**src/rtl/hvn_pkg.sv**
```systemverilog
// Shared types and constants for the hashed 2D value noise pipeline.
`timescale 1ns / 1ps

package hvn_pkg;

  // Coordinate format: fraction bits per coordinate, 8 to 24
  localparam int FRAC_BITS = 16;

  // Noise and easing values are Q0.24
  localparam int Q_BITS = 24;

  // Cycles from an accepted request to its result strobe
  localparam int LATENCY = 9;

  typedef logic [31:0]         word_t;
  typedef logic [Q_BITS-1:0]   q24_t;

  // Hash mix multipliers and the lattice offset applied to y
  localparam word_t MIX_K1   = 32'h7feb352d;
  localparam word_t MIX_K2   = 32'h846ca68b;
  localparam word_t Y_OFFSET = 32'h517cc1b7;

  // One in Q0.24 (25 bits) and three in Q0.24 (26 bits)
  localparam logic [Q_BITS:0]   ONE_Q   = (Q_BITS+1)'(1) << Q_BITS;
  localparam logic [Q_BITS+1:0] THREE_Q = (Q_BITS+2)'(3) << Q_BITS;

  // Seed value after reset
  localparam word_t SEED_RESET = 32'h0000_0001;

endpackage

```
**src/rtl/hvn_mix32.sv**
```systemverilog
// Two-stage pipelined 32-bit xor-shift and multiply hash mixer.
`timescale 1ns / 1ps

module hvn_mix32 (
  input  logic          clk,
  input  hvn_pkg::word_t w_in,
  output hvn_pkg::word_t h_out
);

  hvn_pkg::word_t w1;
  hvn_pkg::word_t w2;
  hvn_pkg::word_t p1_r;
  hvn_pkg::word_t p2_r;

  // First round: fold the high half down, multiply mod 2^32
  assign w1 = w_in ^ (w_in >> 16);

  always_ff @(posedge clk) begin
    p1_r <= 32'(w1 * hvn_pkg::MIX_K1);
  end

  // Second round
  assign w2 = p1_r ^ (p1_r >> 15);

  always_ff @(posedge clk) begin
    p2_r <= 32'(w2 * hvn_pkg::MIX_K2);
  end

  // Final fold after the last product register
  assign h_out = p2_r ^ (p2_r >> 16);

endmodule

```
**config.mk**
```make
export PLATFORM = sky130hd
export DESIGN_NAME = hvn_mix32
export DESIGN_NICKNAME = d
export VERILOG_FILES = /design/src/rtl/hvn_pkg.sv /design/src/rtl/hvn_mix32.sv
export SDC_FILE = /design/constraint.sdc
export NUM_CORES = 1
export LEC_CHECK = 0
export BUFFER_PORTS_ARGS = -buffer_cell sky130_fd_sc_hd__buf_2
export CAP_MARGIN = 5
export CORE_UTILIZATION = 50
export CTS_CLUSTER_SIZE = 14
export DETAILED_ROUTE_END_ITERATION = 8
export HOLD_SLACK_MARGIN = 0.06
export PLACE_DENSITY_LB_ADDON = 0.3
export SETUP_SLACK_MARGIN = 0.4
export SYNTH_ARGS = -nofsm -noshare
export SYNTH_HDL_FRONTEND = slang
export SYNTH_SLANG_ARGS = --single-unit
```
**constraint.sdc**
```tcl
create_clock -name clk -period 17.13 [get_ports clk]
set_input_delay 2.5695 -clock clk [delete_from_list [all_inputs] [get_ports clk]]
set_output_delay 2.5695 -clock clk [all_outputs]
set_load 0.05 [all_outputs]
```
Word-level counts from Yosys, hierarchy flattened

Cells that the tools add are included.

Multipliers: 2
Bitwise operators: 3

Operators with widths:

| kind                                                                   | count |
|---|---|
| 32-bit by 16-bit bitwise XOR with 32-bit output                        | 2 |
| 32-bit by 31-bit multiplier with 32-bit output (second input constant) | 1 |
| 32-bit by 32-bit multiplier with 32-bit output (second input constant) | 1 |
| 32-bit by 17-bit bitwise XOR with 32-bit output                        | 1 |

Register bits after elaboration: 64
Bits of input ports: 33
Output and inout bits: 32
Word-level logic and storage cells: 7

Longest topological paths before layout

Depth in word-level cells: 2
Gate-level depth with buffers: 26
Depth with buffers taken out: 26

Least setup slack after synthesis

OpenSTA, ideal clock, no wires.

Path kind: input to register
Start: in w_in[11]
End: reg p1_r[30]
Setup time: 0.072 ns
Arrival time: 8.363 ns
Setup slack: 8.695 ns
Stages on the path: 22
Cells stage by stage: xor2_1 > ha_1 > inv_1 > fa_1 > fa_1 > fa_1 > fa_1 > inv_1 > fa_1 > fa_1 > inv_1 > fa_1 > inv_1 > ha_1 > and3_1 > nand2_1 > nor2_1 > a32o_1 > o221ai_2 > o21ai_1 > a21oi_1 > xnor2_1

Word-level cells in the longest chain between the ends: 2

RTL lines:

| what                                            | RTL line        | text |
|---|---|---|
| start: declaration                              | hvn_mix32.sv:6  | `input hvn_pkg::word_t w_in,` |
| 32-bit by 16-bit bitwise XOR with 32-bit output | hvn_mix32.sv:16 | `assign w1 = w_in ^ (w_in >> 16);` |
| 32-bit by 31-bit multiplier with 32-bit output  | hvn_mix32.sv:19 | `p1_r <= 32'(w1 * hvn_pkg::MIX_K1);` |
| end signal: assignment                          | hvn_mix32.sv:19 |  |
| end: declaration                                | hvn_mix32.sv:12 | `hvn_pkg::word_t p1_r;` |

Every way passes these cells.

Worst setup path after layout

Start: in w_in[21]
End: reg p1_r[31]

Same word-level chain as after synthesis.

==> flow_summary_export.csv <==
group,metric,value,unit
worst_setup_path,critPathKind,"primary input to register",
floorplanning,fp.dieArea,38200,um^2
route,highest_layer,"met4",
synthesis,ys_warn_count,0,
synthesis,synthArstFlopShare,0,%
worst_setup_path,path_common_cell,"inv_1",
worst_setup_path,cpPeakStageDelay,0.65,ns
route,dr_total_vias,12400,
sta,setup_viol,0,
worst_setup_path,critPathLaunchType,"primary input",
sta,fin_skew,0.00805,ns
route,postRouteAntennaNets,0,
route,met3RoutedLength,1.58,mm
layout,n_antenna_cell,0,
synthesis,synth_cell_type_count,54,
sta,fin_crit_sh,53.8,%
worst_setup_path,cp.buffers_inverters,8,
min_path,hold_path_class,"register to register",
global_routing,grt_pass1_vias,13900,
synthesis,ys_ff_latch,64,
sta,rsz0062_at_grt,"false",
synthesis,syn_inst,1872,
route,drc,0,
route,routedWlPerCell,20.0,um
synthesis,synth_area,18700,um^2
synthesis,avgSynthCellArea,10.0,um^2
status,status,"completed",
worst_setup_path,crit_fanout,9,
clock_network,htree_num_levels,3,
place,dp_hpwl,43.1,mm
worst_setup_path,crit_required,17.41,ns
sta,slew_headroom,22.5,%
sta,period_needed,9.21,ns
floorplanning,die_w,195,um
worst_setup_path,cp_slowest_cell,"xnor2_1",
global_routing,antenna_found_initial,0,
sta,fmax,0.109,GHz
clock_network,clk_latency,0.35,ns
route,wl_met2,25.1,mm
route,routed_wl,48.4,mm
route,wl_met1,19.2,mm
synthesis,synth_ff_type,"dfxtp_1",
clock_network,cts_tree,"built",
sta,hold_violations,0,
worst_setup_path,cp_top_family,"adder cells",
sta,worst_pin_slew,1.15,ns
global_routing,grt_start_max_net_pins,17,
synthesis,syn-num-nets,2620,
layout,layout-drive-gt1-share,6.26,%
clock_network,cts.sinks,64,
sta,finalMaxSlewViolations,0,
layout,nets,2693,
worst_setup_path,end_kind,"register",
floorplanning,dieHeight,195,um
place,port_buffers,64,
floorplanning,design.core.area,36700,um^2
synthesis,synth_edf_count,0,
clock_network,clkTransAtPathRegs,0.06,ns
floorplanning,num_rows,70,
flow_run,cap_violations,0,
route,drt_pre_antenna_iters,6,
place,gp_congestion,1.02,
clock_network,post-cts-setup-buffer-count,0,
floorplanning,initial_core_util,51.0,%
route,drtIter0Drc,541,
clock_network,postCtsResizedCells,0,
clock_network,cts_buffers,9,
global_routing,overflow,0,
clock_network,clockBufferDepth,2,
clock_network,root_buffer,"clkbuf_16",
global_routing,grt_use_total,26.7,%
floorplanning,pin_count,65,
route,via_per_inst,5.12,
synthesis,seq_area_frac_synth,6.85,%
layout,syn_to_final_growth,6.67,%
sta,fin_tns_setup,0,ns
clock_network,hold_buffers,0,
global_routing,grt_pass1_wl,75.7,mm
worst_setup_path,critPathArrivalTime,9.49,ns
## per-layer routing
metal  GRT usage, %  vias up
met2           49.9      321
met4           12.7        0
met3           2.00      112
li1               -     5819
met1           30.9     6119
met5              0        -
## cell type report
type | count | area, um^2
repair buffers | 81 | 448
inverters | 567 | 2130
well taps | 468 | 586
fillers | 3328 | 16700
flip-flops and latches | 64 | 1280
clock inverters | 5 | 104
clock buffers | 11 | 243
multi-input cells | 1222 | 15200
## Yosys cell counts (all sizes together) (2+ instances only)
library cell	instances	area, um^2
a211oi	13	113
a21o	24	180
a21oi	49	253
a31o	3	26.3
a31oi	4	40.0
and2	9	56.3
and3	4	25.0
buf	17	125
clkbuf	2	7.51
dfxtp	64	1280
fa	346	6930
ha	369	4620
inv	567	2130
nand2	37	139
nand2b	9	56.3
nand3	16	80.1
nand4	3	18.8
nor2	50	188
nor2b	3	18.8
nor3	4	20.0
o211ai	5	47.5
o21a	5	37.5
o21ai	28	144
o21bai	7	56.3
o31ai	3	55.1
or2	2	12.5
or3	2	12.5
xnor2	136	1200
xor2	78	698
## stage by stage
stage                     area [um^2]  hold WS, ns  setup slack, ns  std cells  util [%]
after global placement          19600        0.677             7.61       2402      53.4
after global routing            20000        0.710             7.63       2418      54.4
after detailed placement        19600        0.684             7.57       2402      53.4
after floorplan                 18700        0.606             8.69       1872         -
final                           20000        0.689             7.92       2418      54.4
after CTS                       20000        0.692             7.93       2418      54.4
## flip-flops by register name (all words and copies together), names as in the netlist
name	flops
p1_r	32
p2_r	32
## placed cells by master (no fill, tap or decap), types with 3 or more instances in the layout
master	netlist	final
nor2b_1	3	3
o211ai_1	3	3
nor2_1	50	50
clkbuf_16	0	9
a21oi_1	47	47
nand3_1	16	16
nor3_1	4	4
inv_1	566	566
a31oi_1	3	3
a21o_1	24	24
a31o_2	3	3
ha_1	369	369
xor2_1	76	76
nand2_1	37	37
buf_2	1	64
xnor2_1	135	135
o21bai_1	6	6
and3_1	4	4
and2_1	9	9
o21a_1	5	5
a211oi_1	10	10
buf_4	16	17
o21ai_1	4	4
o21ai_0	23	23
dfxtp_1	64	64
nand4_1	3	3
fa_1	346	346
a211oi_2	3	3
bufinv_16	0	3
nand2b_1	9	9
## cells by family after synthesis
| group | share of synthesized area [%] |
|---|---|
| fa+ha+maj | 61.7 |
| simple gates | 3.39 |
| buf+inv | 12.1 |
| flops | 6.85 |
| compound gates | 5.85 |
| xor+xnor | 10.1 |
## tightest hold or removal path, cell delays in order, from the launching register on
cell,delay (ns)
dfxtp_1,0.32
xor2_1,0.06
buf_4,0.21
## path summary, 6_finish.rpt
| check | from | endpoint | slack, ns | depth (start not counted) |
|---|---|---|---|---|
| setup / recovery | w_in[21] | p1_r[31]$_DFF_P_ | 7.92 | 27 |
| hold / removal | p1_r[0]$_DFF_P_ | p2_r[0]$_DFF_P_ | 0.69 | 2 |
| setup reg to reg | p1_r[24]$_DFF_P_ | p2_r[30]$_DFF_P_ | 9.54 | 24 |
| hold reg to reg | p1_r[0]$_DFF_P_ | p2_r[0]$_DFF_P_ | 0.69 | 2 |
Power is not shown: default switching activity piles up to over one toggle a cycle in this logic, so the estimate is an artifact.
