<file path="src/rtl/hvn_pkg.sv">
// Shared types and constants for the hashed 2D value noise pipeline.
`timescale 1ns / 1ps

package hvn_pkg;

  // Coordinate format: fraction bits per coordinate, 8 to 24
  localparam int FRAC_BITS = 16;

  // Noise and easing values are Q0.24
  localparam int Q_BITS = 24;

  // Cycles from an accepted request to its result strobe
  localparam int LATENCY = 9;

  typedef logic [31:0]         word_t;
  typedef logic [Q_BITS-1:0]   q24_t;

  // Hash mix multipliers and the lattice offset applied to y
  localparam word_t MIX_K1   = 32'h7feb352d;
  localparam word_t MIX_K2   = 32'h846ca68b;
  localparam word_t Y_OFFSET = 32'h517cc1b7;

  // One in Q0.24 (25 bits) and three in Q0.24 (26 bits)
  localparam logic [Q_BITS:0]   ONE_Q   = (Q_BITS+1)'(1) << Q_BITS;
  localparam logic [Q_BITS+1:0] THREE_Q = (Q_BITS+2)'(3) << Q_BITS;

  // Seed value after reset
  localparam word_t SEED_RESET = 32'h0000_0001;

endpackage

</file>
<file path="src/rtl/hvn_ease.sv">
// Two-stage smoothstep 3t^2 - 2t^3 on a Q0.24 fraction, floor rounding.
`timescale 1ns / 1ps

module hvn_ease (
  input  logic         clk,
  input  hvn_pkg::q24_t t_in,
  output hvn_pkg::q24_t s_out
);

  logic [2*hvn_pkg::Q_BITS-1:0] tt;
  logic [hvn_pkg::Q_BITS+1:0]   k;
  hvn_pkg::q24_t                q_r;
  hvn_pkg::q24_t                t_d_r;
  logic [2*hvn_pkg::Q_BITS+1:0] prod_r;

  // Square the fraction, keep the top half
  assign tt = (2*hvn_pkg::Q_BITS)'(t_in) * (2*hvn_pkg::Q_BITS)'(t_in);

  always_ff @(posedge clk) begin
    q_r   <= tt[2*hvn_pkg::Q_BITS-1:hvn_pkg::Q_BITS];
    t_d_r <= t_in;
  end

  // Multiply by (3 - 2t); the result stays below one
  assign k = hvn_pkg::THREE_Q - {1'b0, t_d_r, 1'b0};

  always_ff @(posedge clk) begin
    prod_r <= (2*hvn_pkg::Q_BITS+2)'(q_r) * (2*hvn_pkg::Q_BITS+2)'(k);
  end

  assign s_out = prod_r[2*hvn_pkg::Q_BITS-1:hvn_pkg::Q_BITS];

endmodule

</file>
<file path="config.mk">
export PLATFORM = sky130hd
export DESIGN_NAME = hvn_ease
export DESIGN_NICKNAME = d
export VERILOG_FILES = /design/src/rtl/hvn_pkg.sv /design/src/rtl/hvn_ease.sv
export SDC_FILE = /design/constraint.sdc
export NUM_CORES = 2
export LEC_CHECK = 0
export BUFFER_PORTS_ARGS = -buffer_cell sky130_fd_sc_hd__buf_2
export CAP_MARGIN = 20
export CORE_ASPECT_RATIO = 1.2
export CORE_MARGIN = 4
export CORE_UTILIZATION = 57
export CTS_BUF_LIST = sky130_fd_sc_hd__clkbuf_8
export CTS_CLUSTER_SIZE = 20
export DETAILED_ROUTE_END_ITERATION = 16
export HOLD_SLACK_MARGIN = 0.05
export PLACE_DENSITY = 0.73
export SLEW_MARGIN = 20
export SYNTH_ARGS = -nofsm -noshare
export SYNTH_HDL_FRONTEND = slang
export SYNTH_SLANG_ARGS = --single-unit
export TNS_END_PERCENT = 50
</file>
<file path="constraint.sdc">
create_clock -name clk -period 10.7 [get_ports clk]
set_clock_uncertainty 0.2 [all_clocks]
set_input_delay 1.07 -clock clk [delete_from_list [all_inputs] [get_ports clk]]
set_output_delay 1.07 -clock clk [all_outputs]
set_load 0.05 [all_outputs]
</file>
# After elaboration in Yosys (flattened, before gate mapping)
# Index checks and enable logic that the tools add are counted.
word_totals:
  regBits: 96
  input_bits: 25
  out_inout_bits: 24
  word_cells: 6
classes:
  multipliers: 2
  n_addsub: 1
op_table:
  columns: ["op", "n"]
  rows:
  - ["multiplier 24 x 24 -> 48 bit", 1]
  - ["multiplier 24 x 26 -> 48 bit", 1]
  - ["subtractor 26 x 25 -> 26 bit (first input constant)", 1]

# Logic depth before layout (Yosys ltp)
logic_depth:
  depth_word: 2
  depth_mapped: 34
  depth_no_buf: 32

# Least setup slack after synthesis
# No wires, ideal clock.
synth_path:
  kind: "reg2reg"
  start: "reg t_d_r[0]"
  end: "reg prod_r[42] (netlist bit)"
  stages_incl_launch_ff: 32
  path_slack_ns: 2.073
  t_arrival_ns: 8.355
  required_ns: 10.428
  setup_time_ns: 0.072
  synth_period_minus_slack_ns: 8.627
  n_path_buf: 2
  cell_sequence: "dfxtp_1 clkbuf_1 inv_1 ha_1 nor3b_1 nand2_1 or3_1 nor4_1 xnor2_1 clkbuf_1 nand2_1 fa_1 fa_1 fa_1 inv_1 fa_1 inv_1 fa_1 inv_1 fa_1 inv_1 fa_1 inv_1 ha_1 nor2b_1 o41a_1 a221oi_1 a21oi_1 a311oi_1 o21ai_1 a21oi_1 xnor2_1"
synth_between:
  elab_chain_len: 2
synth_lines:
  columns: ["element", "line", "source"]
  rows:
  - ["start: declaration", "hvn_ease.sv:13", "hvn_pkg::q24_t t_d_r;"]
  - ["start signal: assignment", "hvn_ease.sv:21", "t_d_r <= t_in;"]
  - ["subtractor 26 x 25 -> 26 bit", "hvn_ease.sv:25", "assign k = hvn_pkg::THREE_Q - {1'b0, t_d_r, 1'b0};"]
  - ["multiplier 24 x 26 -> 48 bit", "hvn_ease.sv:28", "prod_r <= (2*hvn_pkg::Q_BITS+2)'(q_r) * (2*hvn_pkg::Q_BITS+2)'(k);"]
  - ["end signal: assignment", "hvn_ease.sv:28", null]
  - ["end: declaration", "hvn_ease.sv:14", "logic [2*hvn_pkg::Q_BITS+1:0] prod_r;"]
# Every way passes these cells.

# Worst setup path in the final report
layout_path:
  start: "reg t_d_r[0]"
  end: "reg prod_r[46] (netlist bit)"
# The elaborated chain is that of the path after synthesis.

==> metrics.md <==
| Metric | Value |
|---|---|
| Seq cells post-synth | 72 |
| I/O Pins | 49 |
| Vias | 24500 |
| Critical-path maximum fanout | 25 |
| Drt first-iter violations | 1319 |
| GP Congestion | 0.891 |
| Worst EP required | 10.80 ns |
| Final core occ | 60.0% |
| Final count of hold timing violations | 0 |
| Worst-path clk slew | 0.11 ns |
| Syn_nets | 5123 |
| TNS Setup | 0 ns |
| CTS Buf Count | 9 |
| Longest Clk Path Bufs | 2 |
| Synthesis Warnings | 0 |
| Critical-path top delay cell | xor2_1 |
| Capturing point of the worst reg2reg path | prod_r[46] |
| DP HPWL | 68200 microns |
| Largest stage delay on the critical path | 0.75 ns |
| Hold path cells | 4 |
| Layout Nets | 5081 |
| Clk_lat worst skew | 0.40 ns |
| Tmin final | 9.44 ns |
| Final WL | 84800 microns |
| Dominant cell type by area after synthesis | fa_1 |
| CTS resizes | 0 |
| Number of max-cap violations | 0 |
| R2R setup slack | 1.26 ns |
| Crit path top cell by count | fa_1 |
| CP startpoint kind | flop |
| DRC violations left | 0 |
| CTS Sinks | 72 |
| Worst Setup End Kind | flop |
| Cell row count | 100 |
| Core area | 62200 sq um |
| Post-route antenna net violation count | 0 |
| Hold_buf cts | 0 |
| Slew Viols, Final | 0 |
| CP Class | flop to flop |
| Post-Synthesis Cells | 3841 |
| Async set-or-reset flop fraction in the synthesized netlist | 0% |
| CP endpoint | prod_r[46] |
| Number of synthesized flops with an enable pin | 0 |
| Critical Path Source | t_d_r[0] |
| Cell variety after synth | 64 |
| Main flop type after synthesis | dfxtp_1 |
| Vias in the first global route | 27800 |
| Slew @ Worst Pin | 1.04 ns |
| Chip height | 283 microns |
| RSZ-0062 raised after global routing | false |
| Post-DR wirelength/cell | 18.3 microns |
| Crit share post-route | 88.3% |
| Hold_sp | t_d_r[23] |
| Die W | 237 microns |
| TritonCTS clock tree | built |
| Die Area | 67000 sq um |
| Dpl ws | 1.37 ns |
| Syn Std Cell Area | 35900 sq um |
| Postcts setup bufs | 0 |
| Mean Syn Cell Area | 9.33 sq um |
| Share of post-route cells with drive strength above 1 | 3.81% |
| Fmax | 0.106 GHz |
| Router iterations before antenna repair | 5 |
| Antenna violations before repair | 1 |
| Area growth from synthesis to final layout | 4.03% |
| Reg2Reg Depth | 28 |
| Worst min path class | flop to flop |
| Initial core utilization | 57.7% |
| H-tree depth | 3 |
| Run status | finished, final reports clean |
| Register area share after synthesis | 4.02% |
| Min setup slack post-route | 1.26 ns |
| Post-synth top area share | 51.6% |
| Largest net degree at the start of global routing | 29 |
| Worst Path Arrival | 9.55 ns |
| Final Setup Violations | 0 |
| Count of input and output buffers | 48 |
| Top-count cell post-synth | inv_1 |
| Rel. slew slack | 30.4% |
| Root Driver | clkbuf_8 |
| GR Overflow Total | 0 |
| R2R Path Start | t_d_r[0] |
| Synth cell count leaders | 1128 x inv_1, 924 x fa_1, 477 x and2_1 |
| Vias/cell | 5.29 |
| First-pass GRT wire length | 142000 microns |
| Total Routing Usage GR | 27.0% |
| Synth top area cells | fa_1 52%, inv_1 12%, ha_1 12% |
-- worst min-delay path by stage --
stage	slack (ns)	end
global placement	0.67	prod_r[47]
finish	0.70	prod_r[47]
global route	0.76	prod_r[47]
floorplan	0.52	prod_r[47]
detailed placement	0.70	prod_r[47]
CTS	0.72	prod_r[47]
-- kinds of logic (layout without fill, tap and decap cells) --
kind of cell | Yosys count | after routing | synth area share [%]
xor+xnor | 84 | 84 | 2.05
fa+ha+maj | 1257 | 1257 | 63.2
buf+inv | 1278 | 1241 | 13.4
simple gates | 995 | 995 | 14.4
flops | 72 | 72 | 4.02
other cells | 0 | 2 | 0
mux | 3 | 3 | 0.101
compound gates | 152 | 152 | 2.83
-- worst max-delay path, delay by kind of cell (launching register included) --
kind / cells / cell delay, ns
xor gates and xnor gates: 2 / 0.91
and+or+nand+nor: 4 / 1.20
buffers and inverters: 7 / 1.07
adders and majority gates: 8 / 3.70
AOI/OAI and AO/OA: 7 / 1.93
DFF: 1 / 0.31
-- through the flow --
stage               cells  area, sq um  hold WS, ns
finish               4622        37300        0.704
global route         4620        37300        0.764
CTS                  4620        37300        0.722
detailed placement   4604        37000        0.696
global placement     4604        37000        0.673
floorplan            3841        35900        0.515
-- flip-flops by register name, summed over array words and instances, names as in the netlist --
name	count
prod_r	24
q_r	24
t_d_r	24
-- area by class of cell --
cell class	instances	area [sq um]
multi-input cells	2491	29700
clock buffers	9	124
inverters	1128	4230
repair buffers	97	608
diodes	2	5.00
flip-flops and latches	72	1440
well taps	816	1020
fillers	5307	24900
clock inverters	7	128
-- per-layer routing --
layer,routed length [microns],share of wire (%),GRT usage [%],up-vias
met3,5620,6.6,3.39,248
met1,32000,38,33.4,12500
met4,4290,5.1,11.6,2
met5,13,0.015,0,-
met2,42800,51,48.1,886
li1,-,-,-,10800
-- layout by cell type (no fill, tap or decap), types with 13 or more instances in the layout --
cell type	Yosys	layout
a21o_1	38	38
a21oi_1	48	48
and2_1	477	477
buf_2	1	48
buf_4	0	49
dfxtp_1	72	72
fa_1	924	924
ha_1	333	333
inv_1	1128	1128
nand2_1	388	388
nor2_1	50	50
o21ai_0	14	14
xnor2_1	53	39
xnor2_2	0	13
xor2_1	31	30
Power is not shown: default switching activity piles up to over one toggle a cycle in this logic, so the estimate is an artifact.
