**src/rtl/hvn_pkg.sv**
```systemverilog
// Shared types and constants for the hashed 2D value noise pipeline.
`timescale 1ns / 1ps

package hvn_pkg;

  // Coordinate format: fraction bits per coordinate, 8 to 24
  localparam int FRAC_BITS = 16;

  // Noise and easing values are Q0.24
  localparam int Q_BITS = 24;

  // Cycles from an accepted request to its result strobe
  localparam int LATENCY = 9;

  typedef logic [31:0]         word_t;
  typedef logic [Q_BITS-1:0]   q24_t;

  // Hash mix multipliers and the lattice offset applied to y
  localparam word_t MIX_K1   = 32'h7feb352d;
  localparam word_t MIX_K2   = 32'h846ca68b;
  localparam word_t Y_OFFSET = 32'h517cc1b7;

  // One in Q0.24 (25 bits) and three in Q0.24 (26 bits)
  localparam logic [Q_BITS:0]   ONE_Q   = (Q_BITS+1)'(1) << Q_BITS;
  localparam logic [Q_BITS+1:0] THREE_Q = (Q_BITS+2)'(3) << Q_BITS;

  // Seed value after reset
  localparam word_t SEED_RESET = 32'h0000_0001;

endpackage

```
**src/rtl/hvn_blend.sv**
```systemverilog
// Two-stage linear blend a*(1-s) + b*s in Q0.24, floor rounding, registered out.
`timescale 1ns / 1ps

module hvn_blend (
  input  logic         clk,
  input  hvn_pkg::q24_t a_in,
  input  hvn_pkg::q24_t b_in,
  input  hvn_pkg::q24_t s_in,
  output hvn_pkg::q24_t y_out
);

  logic [hvn_pkg::Q_BITS:0]     w;
  logic [2*hvn_pkg::Q_BITS:0]   pa_r;
  logic [2*hvn_pkg::Q_BITS-1:0] pb_r;
  logic [2*hvn_pkg::Q_BITS:0]   sum;
  hvn_pkg::q24_t                y_r;

  // Weight of the first value
  assign w = hvn_pkg::ONE_Q - {1'b0, s_in};

  // Register both weighted products
  always_ff @(posedge clk) begin
    pa_r <= (2*hvn_pkg::Q_BITS+1)'(a_in) * (2*hvn_pkg::Q_BITS+1)'(w);
    pb_r <= (2*hvn_pkg::Q_BITS)'(b_in) * (2*hvn_pkg::Q_BITS)'(s_in);
  end

  // Add and drop the fraction; the sum never reaches 2^48
  assign sum = pa_r + (2*hvn_pkg::Q_BITS+1)'(pb_r);

  always_ff @(posedge clk) begin
    y_r <= sum[2*hvn_pkg::Q_BITS-1:hvn_pkg::Q_BITS];
  end

  assign y_out = y_r;

endmodule

```
**config.mk**
```make
export PLATFORM = sky130hd
export DESIGN_NAME = hvn_blend
export DESIGN_NICKNAME = d
export VERILOG_FILES = /design/src/rtl/hvn_pkg.sv /design/src/rtl/hvn_blend.sv
export SDC_FILE = /design/constraint.sdc
export NUM_CORES = 2
export LEC_CHECK = 0
export ABC_CLOCK_PERIOD_IN_PS = 18000
export BUFFER_PORTS_ARGS = -buffer_cell sky130_fd_sc_hd__buf_2
export CELL_PAD_IN_SITES_DETAIL_PLACEMENT = 1
export CELL_PAD_IN_SITES_GLOBAL_PLACEMENT = 2
export CORE_ASPECT_RATIO = 0.8
export CORE_MARGIN = 2
export CORE_UTILIZATION = 35
export CTS_CLUSTER_DIAMETER = 30
export DETAILED_ROUTE_END_ITERATION = 16
export PLACE_DENSITY = 0.74
export SLEW_MARGIN = 15
export SYNTH_ARGS = -nofsm -noshare
export SYNTH_HDL_FRONTEND = slang
export SYNTH_SLANG_ARGS = --single-unit
```
**constraint.sdc**
```tcl
create_clock -name clk -period 18 [get_ports clk]
set_input_delay 3.6 -clock clk [delete_from_list [all_inputs] [get_ports clk]]
set_output_delay 3.6 -clock clk [all_outputs]
set_load 0.1 [all_outputs]
```
Yosys cells after proc, flatten, opt, wreduce, memory -nomap -nowiden
Index checks and enable logic that the tools add are counted.
Widths: inputs -> output; s select.
{ "classes": {"addsub": 2, "multipliers": 2} }
{ "op_table": {"columns": ["cell", "count"], "rows": [
  ["$add 48x48->48", 1],
  ["$mul 24x24->48", 1],
  ["$mul 24x25->48", 1],
  ["$sub 25x24->25 const A", 1]
]} }
{ "word_totals": {"out_inout_bits": 24, "word_cells": 7, "in_bits": 73, "reg_bits": 120} }

Depth between registers and ports, before layout
{ "logic_depth": {"ltp_word": 2, "mapped_depth": 36, "depth_no_buf": 32} }

Worst setup path before layout
No wires, ideal clock.
{ "synth_timing": {"path_type": "input -> register", "start": "in s_in[0]", "end": "reg pa_r[44] in the netlist's numbering", "path_buffers": 4, "cell_stages": 33, "t_required_ns": 17.921, "setup_slack_ns": 5.823, "arrival_time_ns": 12.098, "setup_ns": 0.079, "cell_sequence": "clkbuf_1 clkbuf_1 inv_1 ha_1 or3b_4 or2_4 or4_4 nor3_2 xnor2_1 clkbuf_1 nand2_1 fa_1 fa_1 fa_1 fa_1 inv_1 fa_1 fa_1 inv_1 fa_1 inv_1 ha_1 clkbuf_1 a21oi_1 o21bai_1 a21oi_1 nand2_1 o31ai_1 nand2_1 a41oi_1 a21oi_1 or4b_2 o211ai_1"} }
{ "synth_via": {"elab_chain_len": 2} }
{ "synth_rtl": {"columns": ["element", "line", "source"], "rows": [
  ["start, declared", "hvn_blend.sv:8", "input hvn_pkg::q24_t s_in,"],
  ["$sub 25x24->25", "hvn_blend.sv:19", "assign w = hvn_pkg::ONE_Q - {1'b0, s_in};"],
  ["$mul 24x25->48", "hvn_blend.sv:23", "pa_r <= (2*hvn_pkg::Q_BITS+1)'(a_in) * (2*hvn_pkg::Q_BITS+1)'(w);"],
  ["end signal, assigned", "hvn_blend.sv:23", null],
  ["end, declared", "hvn_blend.sv:13", "logic [2*hvn_pkg::Q_BITS:0] pa_r;"]
]} }
Every way passes these cells.

Worst setup path after layout
{ "layout_timing": {"start": "in s_in[2]", "end": "reg pa_r[44] in the netlist's numbering"} }
Same word-level chain as after synthesis.

==> out/results.txt <==
Number of global-route vias before repair: 35593. Top flip-flop cell by instance count after synthesis: sky130_fd_sc_hd__dfxtp_1. For the number of antenna violations at the first check in global routing, the log shows 5. Insertion delay to the later sink of the worst-skew pair: 490 ps. Setup repair after global routing left no endpoint under its margin. The run gives 0 as the max capacitance violation total. Clock tree synthesis selected as its root buffer the cell sky130_fd_sc_hd__clkbuf_16. In this run, the number of DRC markers left after iteration 0 of detailed routing was 1435. On the final layout, the worst clock skew is 28.8 ps. The total negative setup slack is 0 ps. Half-perimeter wire length of the detailed placement result: 99900 um. The number of cell instances on the worst register-to-register path is 11. The run gives 6227 as the number of nets in the synthesized netlist. During synthesis, Yosys emitted a total of 0 warnings.

The depth of the worst hold-timing path was 2; the starting density of the core was 0.353. Hold repair after CTS inserted 0 buffers. The logs give 97 for the count of boundary I/O pins and 0 for the number of resized instances in the post-cts repair step.

No sink is reached through more buffers than the 3 on the longest clock path. The total number of vias was 31064. STA classifies the critical path endpoint as a register. Across all hold checks on the routed design, the worst slack comes to 600 ps.

Summed over all layers, the routed wires come to 126000 um. Count of endpoints failing setup in the final report: 0. The startpoint identified for the worst register-to-register timing path is pb_r[5]$_DFF_P_.

The layout cell share with drive strength beyond 1 was 0.0446. Yosys mapped a number of flops with a built-in enable equal to 0. Fraction of the cycle the final worst path needs: 0.744. The average vias per placed instance was 4.90. After routing the design area is 45700 um2. The area inside the core boundary was 121000 um2.

The global-route usage over all layers was 0.211; the area share of the largest cell type after synthesis was 0.462. Of all nets on the critical path, the largest fanout is 28. The run gives 52 as the largest net degree at the start of global routing.

STA classifies the critical path startpoint as an input port. TritonCTS built the clock tree. In this run the critical register-to-register path is captured at y_out[13]$_DFF_P_. The non-filler instance count after layout is 6338. The H-tree was split into 4 levels. The number of post-CTS setup repair buffers came out at 0.

The commonest cells after synthesis are sky130_fd_sc_hd__inv_1, sky130_fd_sc_hd__fa_1, sky130_fd_sc_hd__nand2_1. The detail-routed net length per standard cell was 19.8 um; the slew at the pin with the worst max-slew slack was 1070 ps. Synthesis produced 4778 cells.

In this run the most critical hold path is launched from pb_r[47]$_DFF_P_. The pre-antenna-repair detailed-routing pass consisted of 5 iterations. The tools report the number of clock sinks seen by CTS as 120.

Post-synthesis to final-layout area growth: 6.86%. The count of input and output buffers came out at 96. The die covers 125000 um2. Summed over all instances, the cell type with the most area after synthesis is sky130_fd_sc_hd__fa_1. For the number of rows in the core area, the log shows 114. Data on the critical path is required at its endpoint by 18400 ps.

For the worst slew margin relative to its limit, the log shows 0.290. The min-delay analysis places its worst path in the category register to register. The worst setup path is of the input port to register kind.

Buffers inserted during clock tree synthesis total 25. In this run the horizontal extent of the chip is 395 um. Final critical-path required period: 13400 ps.

Yosys attributes the largest share of cell area to sky130_fd_sc_hd__fa_1, sky130_fd_sc_hd__ha_1, sky130_fd_sc_hd__inv_1, sky130_fd_sc_hd__and2_1, sky130_fd_sc_hd__nand2_1. Summed over all layers, the global routing overflow is 0. After filler insertion, the fill cell instance count of the layout stands at 14180. The detail route stage leaves a number of antenna-violating nets equal to 0. The placed instances occupy a cell area of 44900 um2. After synthesis, the netlist uses 63 different library cells.

At the end of the flow, the number of nets in the layout was 6155. The fmax is 0.0746 GHz, and the delay of the slowest cell on the worst path is 650 ps. The run gives 13800 ps as the data arrival at the endpoint of the critical path. The count of final hold-check violations was 0. The cell area after technology mapping came out at 42700 um2.

On the critical path, the stage with the largest delay is an instance of sky130_fd_sc_hd__o31ai_1. The start point of the critical path was s_in[2]. The first global-routing pass estimated 205000 um of wire.

Across all register-to-register paths, the minimum setup slack is 13760 ps. The clock-pin slew on the worst setup and hold paths is 60 ps, and the placer congestion estimate is 0.832. Share of flip-flops with an asynchronous set or reset after synthesis: 0.

The library cell appearing most often on the critical path is sky130_fd_sc_hd__fa_1. For hold timing, the worst endpoint is y_out[23]$_DFF_P_. The most common cell in the synthesized netlist is sky130_fd_sc_hd__inv_1.

Die height: 317 um. After detailed routing, the number of remaining DRC violations is 0. The run gives 0.0562 as the sequential share of the synthesized area. The run finished with clean final reports. Counting flops and latches in the post-synthesis netlist gives 120. Synthesized area per cell: 8.94 um2.

Once placement completed, the tool counted placed cells totaling 6303. Number of max-slew violations in the final report: 0.
## layout by cell type (no fill, tap or decap), types with 19 or more instances in the layout
| master | synthesis | routed |
|---|---|---|
| sky130_fd_sc_hd__nand2_1 | 683 | 683 |
| sky130_fd_sc_hd__a21o_1 | 62 | 62 |
| sky130_fd_sc_hd__dfxtp_1 | 120 | 120 |
| sky130_fd_sc_hd__xnor2_1 | 95 | 79 |
| sky130_fd_sc_hd__nor2_1 | 63 | 63 |
| sky130_fd_sc_hd__ha_1 | 391 | 391 |
| sky130_fd_sc_hd__o21bai_1 | 19 | 19 |
| sky130_fd_sc_hd__nand4_1 | 23 | 23 |
| sky130_fd_sc_hd__clkbuf_16 | 0 | 25 |
| sky130_fd_sc_hd__buf_2 | 3 | 96 |
| sky130_fd_sc_hd__nor3_1 | 20 | 20 |
| sky130_fd_sc_hd__inv_1 | 1108 | 1108 |
| sky130_fd_sc_hd__buf_4 | 0 | 46 |
| sky130_fd_sc_hd__fa_1 | 985 | 985 |
| sky130_fd_sc_hd__a21oi_1 | 118 | 118 |
| sky130_fd_sc_hd__xor2_1 | 38 | 32 |
| sky130_fd_sc_hd__o21ai_0 | 64 | 64 |
| sky130_fd_sc_hd__and2_1 | 560 | 560 |
## state kept, by name, summed over array words and instances, names as in the netlist
register	count
y_out	24
pa_r	48
pb_r	48
## area by class of cell
cell class | count | area (um2) | area share
multi-input cells | 3309 | 35500 | 0.778
diodes | 3 | 7.51 | 0.000164
well taps | 1624 | 2030 | 0.0445
repair buffers | 142 | 826 | 0.0181
inverters | 1108 | 4160 | 0.0911
flip-flops and latches | 120 | 2400 | 0.0526
clock inverters | 2 | 35.0 | 0.000767
clock buffers | 30 | 684 | 0.0150
## worst max path at each step
stage	endpoint	slack, ps	depth (start not counted)
floorplan	pa_r[44]$_DFF_P_	5820	33
global placement	pa_r[44]$_DFF_P_	4370	32
detailed placement	pa_r[44]$_DFF_P_	4180	32
CTS	pa_r[44]$_DFF_P_	4680	32
global route	pa_r[44]$_DFF_P_	3940	31
finish	pa_r[44]$_DFF_P_	4600	32
## metal layers
| layer | GRT usage | up-vias | routed length, um |
|---|---|---|---|
| li1 | - | 13913 | - |
| met1 | 0.297 | 16501 | 58700 |
| met2 | 0.353 | 546 | 59300 |
| met3 | 0.0299 | 102 | 5730 |
| met4 | 0.0332 | 2 | 1930 |
| met5 | 0 | - | 11 |
## cell families after synthesis
family | after synthesis | share of synthesized area
adder cells (fa/ha/maj) | 1376 | 0.576
XOR/XNOR | 133 | 0.0273
flip-flops | 120 | 0.0562
AND/OR/NAND/NOR | 1435 | 0.167
buffers and inverters | 1349 | 0.119
AO/OA/AOI/OAI | 365 | 0.0541
## worst max-delay path: cells and delay by family
| family | cells | cell delay, ps |
|---|---|---|
| AO/OA/AOI/OAI | 7 | 2060 |
| AND/OR/NAND/NOR | 10 | 3270 |
| buffers and inverters | 6 | 750 |
| XOR/XNOR | 1 | 180 |
| adder cells (fa/ha/maj) | 8 | 3870 |
## through the flow
step	util	worst slack, ps
after floorplan	-	5820
after global placement	0.371	4370
after detailed placement	0.371	4180
after CTS	0.377	4680
after global routing	0.377	3940
final	0.377	4600
Power is left out: the tool's default activity adds up to more than one toggle a clock period on the data nets, which glitch-free logic cannot reach.
